==> src/sv/edpa_pkg.sv <==
// Package: types and constants of the EDID physical address patcher.
package edpa_pkg;

    localparam int EDPA_MAX_BLOCKS = 256;
    localparam int BLOCK_BYTES     = 128;

    localparam logic [7:0] EXT_COUNT_ONE = 8'h01;
    localparam logic [7:0] CEA_TAG_BYTE  = 8'h02;
    localparam logic [7:0] CEA_REV_BYTE  = 8'h03;
    localparam logic [2:0] SPA_TAG       = 3'd3;
    localparam logic [4:0] SPA_MIN_LEN   = 5'd5;
    localparam logic [15:0] NO_ADDR      = 16'hffff;

    localparam int POS_EXT_COUNT  = 126;
    localparam int POS_CEA_TAG    = 128;
    localparam int POS_CEA_REV    = 129;
    localparam int POS_DTD_OFFSET = 130;
    localparam int POS_FIRST_HDR  = 132;
    localparam int POS_MIN_FOUND  = 255;

    localparam logic CFG_NEW_ADDR = 1'b0;
    localparam logic CFG_FIX_CSUM = 1'b1;

    typedef struct packed {
        logic [7:0] edid_byte;
        logic       final_byte;
    } edpa_in_t;

    typedef struct packed {
        logic [7:0]  out_byte;
        logic        block_end;
        logic        checksum_bad;
        logic [15:0] found_phys_addr;
        logic        too_long;
        logic        last;
    } edpa_out_t;

    typedef struct packed {
        logic [15:0] new_phys_addr;
        logic        fix_checksums;
    } edpa_cfg_t;

endpackage

==> src/sv/edpa_core.sv <==
// Per-byte datapath: header parse, address capture/patch, checksum repair.
module edpa_core import edpa_pkg::*; #(
    parameter int MAX_BLOCKS = EDPA_MAX_BLOCKS
) (
    input  logic      aclk,
    input  logic      aresetn,
    input  edpa_cfg_t cfg,
    input  logic      step_en,
    input  edpa_in_t  item,
    output edpa_out_t result
);

    localparam int POS_W = $clog2(MAX_BLOCKS * BLOCK_BYTES + 1);
    localparam logic [POS_W-1:0] LIMIT = POS_W'(MAX_BLOCKS * BLOCK_BYTES);

    logic [POS_W-1:0] byte_position_reg, byte_position_next;
    logic [7:0]       block_sum_reg, block_sum_next;
    logic             single_ext_reg, single_ext_next;
    logic             cea_ok_reg, cea_ok_next;
    logic [8:0]       dbe_reg, dbe_next;
    logic [POS_W-1:0] next_hdr_reg, next_hdr_next;
    logic [POS_W-1:0] spa_loc_reg, spa_loc_next;
    logic             spa_found_reg, spa_found_next;
    logic [15:0]      cap_addr_reg, cap_addr_next;

    always_comb begin
        logic [POS_W-1:0] pos;
        logic [7:0]       b;
        logic [7:0]       ob;
        logic [POS_W-1:0] hi_next;
        logic             patch;
        logic             redo;

        pos   = byte_position_reg;
        b     = item.edid_byte;
        ob    = b;
        patch = (cfg.new_phys_addr != NO_ADDR);
        redo  = 1'b0;

        byte_position_next = byte_position_reg;
        block_sum_next     = block_sum_reg;
        single_ext_next    = single_ext_reg;
        cea_ok_next        = cea_ok_reg;
        dbe_next           = dbe_reg;
        next_hdr_next      = next_hdr_reg;
        spa_loc_next       = spa_loc_reg;
        spa_found_next     = spa_found_reg;
        cap_addr_next      = cap_addr_reg;

        result.block_end       = 1'b0;
        result.checksum_bad    = 1'b0;
        result.found_phys_addr = NO_ADDR;
        result.too_long        = 1'b0;
        result.last            = item.final_byte;

        if (pos >= LIMIT) begin
            result.too_long = 1'b1;
        end else begin
            if (pos == POS_W'(POS_EXT_COUNT)) begin
                single_ext_next = (b == EXT_COUNT_ONE);
            end
            if (pos == POS_W'(POS_CEA_TAG)) begin
                cea_ok_next = (b == CEA_TAG_BYTE);
            end
            if (pos == POS_W'(POS_CEA_REV)) begin
                cea_ok_next = cea_ok_reg && (b == CEA_REV_BYTE);
            end
            if (pos == POS_W'(POS_DTD_OFFSET)) begin
                dbe_next = {2'b01, b[6:0]};
            end

            if (single_ext_next && cea_ok_next && !spa_found_reg && pos == next_hdr_reg &&
                pos < POS_W'(dbe_next)) begin
                if (b[7:5] == SPA_TAG && b[4:0] >= SPA_MIN_LEN) begin
                    spa_found_next = 1'b1;
                    spa_loc_next   = pos + POS_W'(4);
                end else begin
                    next_hdr_next = pos + POS_W'(b[4:0]) + POS_W'(1);
                end
            end

            if (spa_found_next && pos == spa_loc_next) begin
                cap_addr_next[15:8] = b;
                if (patch) begin
                    ob = cfg.new_phys_addr[15:8];
                end
            end
            if (spa_found_next && pos == spa_loc_next + POS_W'(1)) begin
                cap_addr_next[7:0] = b;
                if (patch) begin
                    ob = cfg.new_phys_addr[7:0];
                end
            end

            if (&pos[6:0]) begin
                redo = cfg.fix_checksums ||
                       (patch && spa_found_next && pos[POS_W-1:7] == spa_loc_next[POS_W-1:7]);
                result.block_end = 1'b1;
                if (redo) begin
                    ob = 8'd0 - block_sum_reg;
                end
                result.checksum_bad = ((block_sum_reg + ob) != 8'd0);
                block_sum_next      = 8'd0;
            end else begin
                block_sum_next = block_sum_reg + ob;
            end
            byte_position_next = pos + POS_W'(1);
        end

        hi_next = spa_loc_next + POS_W'(1);
        if (item.final_byte) begin
            if (spa_found_next && pos >= POS_W'(POS_MIN_FOUND) && hi_next <= pos &&
                hi_next < LIMIT) begin
                result.found_phys_addr = cap_addr_next;
            end
            byte_position_next = '0;
            block_sum_next     = 8'd0;
            single_ext_next    = 1'b0;
            cea_ok_next        = 1'b0;
            dbe_next           = 9'd0;
            next_hdr_next      = POS_W'(POS_FIRST_HDR);
            spa_loc_next       = '0;
            spa_found_next     = 1'b0;
            cap_addr_next      = NO_ADDR;
        end

        result.out_byte = ob;
    end

    always_ff @(posedge aclk) begin
        if (!aresetn) begin
            byte_position_reg <= '0;
            block_sum_reg     <= 8'd0;
            single_ext_reg    <= 1'b0;
            cea_ok_reg        <= 1'b0;
            dbe_reg           <= 9'd0;
            next_hdr_reg      <= POS_W'(POS_FIRST_HDR);
            spa_loc_reg       <= '0;
            spa_found_reg     <= 1'b0;
            cap_addr_reg      <= NO_ADDR;
        end else if (step_en) begin
            byte_position_reg <= byte_position_next;
            block_sum_reg     <= block_sum_next;
            single_ext_reg    <= single_ext_next;
            cea_ok_reg        <= cea_ok_next;
            dbe_reg           <= dbe_next;
            next_hdr_reg      <= next_hdr_next;
            spa_loc_reg       <= spa_loc_next;
            spa_found_reg     <= spa_found_next;
            cap_addr_reg      <= cap_addr_next;
        end
    end

endmodule

==> src/sv/edid_phys_addr_patch_checksum.sv <==
// Top level: EDID CEC physical address patcher with checksum repair.
//
// Input channel s_valid/s_ready/s_data carries one EDID byte per transaction,
// in address order; s_data.final_byte marks the last byte of one EDID.
// Output channel m_valid/m_ready/m_data returns exactly one result per input
// byte, in order: the byte after address substitution and checksum repair,
// block-end and checksum flags, the unpatched address on the last byte.
// Configuration: cfg_we with cfg_index/cfg_wdata writes new_phys_addr
// (index 0) or fix_checksums (index 1); write only while idle.
// m_valid rises once an accepted byte has passed the input register and then
// the result register. Throughput: one byte per cycle while m_ready is high,
// set by the single pass of header compare, 8-bit sum and substitution
// between the two registers.
// Reset (aresetn low, synchronous) empties both registers, restores the
// parse state and sets new_phys_addr to 0xffff, fix_checksums to 0.
// When m_ready is low the result holds; the input register still takes one
// more transaction, then s_ready falls until the result is taken.
module edid_phys_addr_patch_checksum import edpa_pkg::*; #(
    parameter int MAX_BLOCKS = EDPA_MAX_BLOCKS
) (
    input  logic        aclk,
    input  logic        aresetn,
    input  logic        s_valid,
    output logic        s_ready,
    input  edpa_in_t    s_data,
    output logic        m_valid,
    input  logic        m_ready,
    output edpa_out_t   m_data,
    input  logic        cfg_we,
    input  logic        cfg_index,
    input  logic [15:0] cfg_wdata
);

    logic      in_valid_reg;
    edpa_in_t  in_data_reg;
    logic      out_valid_reg;
    edpa_out_t out_data_reg;
    edpa_cfg_t cfg_reg;
    edpa_out_t result;
    logic      step_en;

    assign step_en = in_valid_reg && (!out_valid_reg || m_ready);
    assign s_ready = !in_valid_reg || step_en;
    assign m_valid = out_valid_reg;
    assign m_data  = out_data_reg;

    always_ff @(posedge aclk) begin
        if (!aresetn) begin
            cfg_reg.new_phys_addr <= NO_ADDR;
            cfg_reg.fix_checksums <= 1'b0;
        end else if (cfg_we) begin
            unique case (cfg_index)
                CFG_NEW_ADDR: cfg_reg.new_phys_addr <= cfg_wdata;
                CFG_FIX_CSUM: cfg_reg.fix_checksums <= cfg_wdata[0];
                default: ;
            endcase
        end
    end

    always_ff @(posedge aclk) begin
        if (!aresetn) begin
            in_valid_reg  <= 1'b0;
            out_valid_reg <= 1'b0;
        end else begin
            if (s_ready) begin
                in_valid_reg <= s_valid;
            end
            if (step_en) begin
                out_valid_reg <= 1'b1;
            end else if (m_ready) begin
                out_valid_reg <= 1'b0;
            end
        end
    end

    always_ff @(posedge aclk) begin
        if (s_valid && s_ready) begin
            in_data_reg <= s_data;
        end
        if (step_en) begin
            out_data_reg <= result;
        end
    end

    edpa_core #(
        .MAX_BLOCKS(MAX_BLOCKS)
    ) u_core (
        .aclk    (aclk),
        .aresetn (aresetn),
        .cfg     (cfg_reg),
        .step_en (step_en),
        .item    (in_data_reg),
        .result  (result)
    );

endmodule

==> config.mk <==
export PLATFORM = sky130hd
export DESIGN_NAME = edid_phys_addr_patch_checksum
export DESIGN_NICKNAME = d
export VERILOG_FILES = /design/src/sv/edpa_pkg.sv /design/src/sv/edpa_core.sv /design/src/sv/edid_phys_addr_patch_checksum.sv
export SDC_FILE = /design/constraint.sdc
export NUM_CORES = 1
export LEC_CHECK = 0
export BUFFER_PORTS_ARGS = -buffer_cell sky130_fd_sc_hd__buf_2
export CORE_MARGIN = 2
export CORE_UTILIZATION = 65
export DETAILED_ROUTE_END_ITERATION = 7
export PLACE_DENSITY_LB_ADDON = 0.12
export SYNTH_ARGS = -nofsm -noshare
export SYNTH_HDL_FRONTEND = slang
export SYNTH_SLANG_ARGS = --single-unit
export TNS_END_PERCENT = 50
==> constraint.sdc <==
create_clock -name aclk -period 16.06 [get_ports aclk]
set_input_delay 1.606 -clock aclk [delete_from_list [all_inputs] [get_ports aclk]]
set_output_delay 1.606 -clock aclk [all_outputs]
set_load 0.01 [all_outputs]
Word-level counts from Yosys, hierarchy flattened
Cells that the tools add are included.

$add $sub $neg: 9. Multiplexer cells: 50. Bitwise gates (word level): 2. Magnitude comparators: 6. Eq/ne operators: 15. Reduce and logical (&&, ||, !) cells: 31.

Operator list (count): 16-bit two-way mux (13); 8-bit two-way mux (15); 16-bit by 1-bit adder with 16-bit output (second input constant) (4); 16-bit == test (3); 16-bit by 8-bit == test with 1-bit output (second input constant) (3); 9-bit two-way mux (4); 1-bit two-way mux (17); 16-bit by 3-bit adder with 16-bit output (second input constant) (1); 16-bit by 5-bit adder with 16-bit output (1); 8-bit adder (2); 16-bit by 7-bit == test with 1-bit output (second input constant) (1); 8-bit by 2-bit == test with 1-bit output (second input constant) (2); 16-bit greater-or-equal comparator (second input constant) (1); 16-bit by 8-bit greater-or-equal comparator with 1-bit output (second input constant) (1); 16-bit <= comparator (1); 16-bit less-than comparator (second input constant) (1); 16-bit by 9-bit less-than comparator with 1-bit output (1); 16-bit != test (second input constant) (1); 1-bit logical AND (15); 9-bit == test (1); 8-bit by 1-bit == test with 1-bit output (second input constant) (1); 2-bit AND reduction (4); 8-bit nonzero test (1); 1-bit by 8-bit subtractor with 8-bit output (first input constant) (1); 11 further kinds (18).

Word-level logic and storage cells: 134. Register bits: 140. Bits of input ports: 31. Output and inout bits: 30.

Longest topological paths before layout
Word-level depth: 22. Depth in mapped cells: 43.

By module
A second synthesis with hierarchy kept.

Cell total of the unflattened synthesis: 1158. Area, all modules: 9960.8 µm².

By module, submodules not included: edpa_core (cells each 1035, area an instance 7980.2 µm², times used 1); edid_phys_addr_patch_checksum (cells each 123, area an instance 1980.6 µm², times used 1).

Worst setup path after synthesis
OpenSTA, ideal clock, no wires.

Kind: register to register. Start: register u_core.byte_position_reg[8]. End: register out_data_reg, in the netlist m_data[18] (data pin). Path slack: 6790 ps. Buffers on the path: 5. Arrival: 9015 ps. Cell stages (with the launch flop): 38. Cells stage by stage: dfxtp_1 -> buf_2 -> or4_4 -> nor4_4 -> clkbuf_1 -> mux2i_1 -> ha_1 -> a21o_1 -> a21boi_0 -> o2111ai_1 -> a311o_1 -> or4_1 -> clkbuf_1 -> clkbuf_1 -> o21ai_0 -> ha_1 -> and2_1 -> nand4_1 -> (+2 left out) -> or4_1 -> and2_1 -> xnor2_1 -> a221o_1 -> nor4_4 -> buf_4 -> mux2_2 -> mux2_2 -> ha_1 -> a21oi_1 -> nand2_1 -> a21o_1 -> a21oi_1 -> xnor2_1 -> or4_1 -> nor3_1 -> mux2i_1 -> and3_1.

Longest elaborated chain between the ends: 21. Elaborated cells between the ends (all ways): 43. Those cells by class: add/sub: 3; order compare: 2; eq/ne: 8; mux: 19; reduce/logical: 11.

Ends and longest elaborated chain: start: declaration (RTL line edpa_core.sv:16) `logic [POS_W-1:0] byte_position_reg, byte_position_next;`; start signal: assignment (RTL line edpa_core.sv:142) `byte_position_reg <= byte_position_next;`; branches (longest 21 deep; another with 16-bit by 9-bit less-than comparator with 1-bit output); end signal: assignment (RTL line edid_phys_addr_patch_checksum.sv:81) `out_data_reg <= result;`; end: declaration (RTL line edid_phys_addr_patch_checksum.sv:37) `edpa_out_t out_data_reg;`.

Several ways; the timed one is not identified. The select of a mux whose other input is x is not followed. A chain may end at the register's enable or synchronous reset.

Worst setup path in the final report
Start: register u_core.byte_position_reg[15]. End: register out_data_reg, in the netlist m_data[18] (data pin).

Same word-level chain as after synthesis.

==> flow_summary_export.csv <==
group,metric,value,unit
critical_path,worst_path_max_delay_cell,"nor4_4",
pwr,p_sw,228,uW
critical_path,cp.required,16260,ps
final_layout,syn2layout_area_growth,10.0,%
floorplan,core,0.0144,mm2
critical_path,startpoint_type,"register",
final_layout,utilization,72.2,%
clocking,cts_buffers,17,
logic_synthesis,ys_seq_area_share,33.6,%
clocking,tritoncts,"yes",
clocking,clock-sinks,140,
sta,fin_worst_skew,9.31,ps
global_route,grt_pass1_vias,7638,
route,wirelength,26.3,mm
logic_synthesis,avgSynthCellArea,8.54,um2
sta,rsz0062_at_grt,"false",
floorplan,rows,44,
sta,min_period_over_period,67.0,%
floorplan,die_area,0.0155,mm2
pwr,power.leakage,0.00417,uW
sta,setup_total_negative_slack,0,ps
critical_path,critPathKind,"register to register",
clocking,cts_resized,0,
final_layout,fin_nets,1211,
final_layout,multi_input_area,0.00587,mm2
worst_hold_path,min_path_type,"register to register",
final_layout,final_cells,1320,
pwr,pwr-share-comb,7.3,%
clocking,root_buffer,"clkbuf_16",
critical_path,cp.arrival,10960,ps
logic_synthesis,synth.area.mux_share,8.80,%
critical_path,crit_path_end_kind,"register",
global_route,track_usage,33.7,%
critical_path,slowest_delay,810,ps
route,vias,8395,
logic_synthesis,yosys_warnings,0,
pwr,clkPwrFrac,48.7,%
logic_synthesis,synth_top_flop_cell,"dfxtp_1",
clocking,post_cts_buffers,0,
sta,min_period,10760,ps
logic_synthesis,synth-edff-count,37,
critical_path,r2r_slack,5300,ps
final_layout,drive_above_1_share,12.2,%
final_layout,fin_area,0.0104,mm2
pwr,p_sw_share,26.5,%
final_layout,final_common_cell,"nand2_1",
pwr,power.internal,632,uW
status,outcome,"complete, no violations",
global_route,grt_max_degree,75,
critical_path,crit_family,"simple AND/OR/NAND/NOR gates",
clocking,cts-htree-levels,4,
clocking,ctsLongestPathBuffers,2,
final_layout,diodes,0,
logic_synthesis,async_flop_share,0,%
sta,whs,468,ps
logic_synthesis,synth-xor-area-share,8.73,%
floorplan,ios,61,
sta,relSlewSlack,18.4,%
clocking,ctsHoldBuffers,0,
logic_synthesis,synth_top_family_by_area,"simple AND/OR/NAND/NOR gates",
route,drtIter0Drc,980,
route,wl_per_cell,19.9,um
logic_synthesis,synthAdderAreaFrac,7.80,%
final_layout,final_cell_mix,"nand2_1 (143), dfxtp_1 (103), nor2_1 (64), buf_2 (60), xnor2_1 (55)",
pwr,power_density,82.9,mW/mm2
sta,setup_violations,0,
logic_synthesis,synth_top_area_cell,"dfxtp_1",
logic_synthesis,synth_area_leaders,"dfxtp_1 (22%), edfxtp_1 (12%), ha_1 (7.2%)",
pwr,seq_power_share,44.0,%
sta,slew_viol_final,0,
logic_synthesis,synth_nets,1192,
route,ant_nets,0,
route,drc,0,
sta,fmax,92.9,MHz
final_layout,fill_cells,1117,
sta,hold_viol,0,
logic_synthesis,netlist_instances,1104,
clocking,clkLatencyLatePin,440,ps
logic_synthesis,yosysUniqueCellTypes,66,
critical_path,cp_num_buf_inv,0,
placement,dp_hpwl,19.1,mm
logic_synthesis,synth_compound_area_share,11.5,%
global_route,overflow,0,
route,via_per_inst,6.36,
logic_synthesis,synth_top_area_share,21.9,%
critical_path,critPathMaxFanout,28,
logic_synthesis,synth-simple-area-share,25.4,%
global_route,grt_pass1_wl,41.6,mm
final_layout,largest_register_ffs,28,
route,firstDrtPassIters,7,
logic_synthesis,ys_seq_elements,140,
pwr,vdd_drop_max,0.0736,mV
final_layout,seqCellArea,0.00317,mm2
logic_synthesis,synthesis.area,0.00943,mm2
global_route,grt_antenna_before_repair,0,
sta,worstMarginPinSlew,1220,ps
floorplan,die_w,124,um
job,drv_cap,0,
clocking,path_clk_slew,70,ps
floorplan,start_util,65.6,%
placement,gp_congestion,0.972,
floorplan,die_y,124,um
placement,port_buffers,60,
placement,dpl_cell_area,0.00976,mm2
placement,dp.cells,1288,
## worst paths after layout
path,from,end,cells past startpoint
setup reg to reg,u_core.byte_position_reg[15],m_data[18],32
setup / recovery,u_core.byte_position_reg[15],m_data[18],32
hold reg to reg,u_core.dbe_reg[8],u_core.dbe_reg[8],2
hold / removal,u_core.dbe_reg[8],u_core.dbe_reg[8],2
## layer usage
| layer | global-route usage [%] | part of all wire (%) |
|---|---|---|
| met5 | 0 | 0 |
| met4 | 10.4 | 2.7 |
| met1 | 48.9 | 44 |
| met3 | 6.57 | 9.3 |
| met2 | 50.9 | 44 |
## cell usage after synthesis, drive strengths merged (2+ instances only)
library cell  instances
mux2i                54
and3                 19
and4                  4
and2                 29
xor2                 39
edfxtp               37
a211o                 6
clkinv                2
or2                   4
a211oi                5
nor2                 66
a32oi                 2
xnor2                55
nand4b                3
inv                  29
nor4b                 3
mux2                 25
a21o                 12
nor3                 17
o21ai                58
o21a                  4
nor2b                32
a21oi                37
nand4                26
clkbuf               63
o22ai                 7
nor4                 17
o2111ai               3
nand2               143
nand2b               16
buf                   6
nand3                51
fa                    3
o211ai                8
dfxtp               103
nand3b                3
a21boi                6
or4                  13
or3                  11
a22oi                16
nor3b                 2
ha                   54
## tightest hold or removal path, stage by stage (launching register included)
cell,delay (ps)
dfxtp_1,330
nand2_1,60
a21oi_1,40
## power groups by stage
stage	sequential [uW]	clock [uW]	combinational, uW
floorplan	381	0	44.9
global placement	386	0	60.3
detailed placement	386	0	60.9
CTS	378	421	61.7
global route	379	435	68.7
finish	379	419	62.5
## per-stage QoR
stage	setup WS [ps]	power (uW)
after floorplan	6790	426
final	5300	860
after global routing	4760	883
after CTS	5490	861
after detailed placement	5530	447
after global placement	5780	446
## kinds of logic after synthesis
group,after synthesis
AOI/OAI and AO/OA,174
xor gates and xnor gates,94
adders and majority gates,57
buffers and inverters,100
DFF,140
muxes,79
and+or+nand+nor,460
## area by class of cell
| cell class | instances | area share (%) |
|---|---|---|
| Clock buffer | 17 | 4.10 |
| Clock inverter | 15 | 1.88 |
| Inverter | 31 | 1.12 |
| Multi-Input combinational cell | 864 | 56.6 |
| Sequential cell | 140 | 30.6 |
| Tap cell | 184 | 2.22 |
| Timing Repair Buffer | 69 | 3.55 |
(Power assumes the default switching activity.)
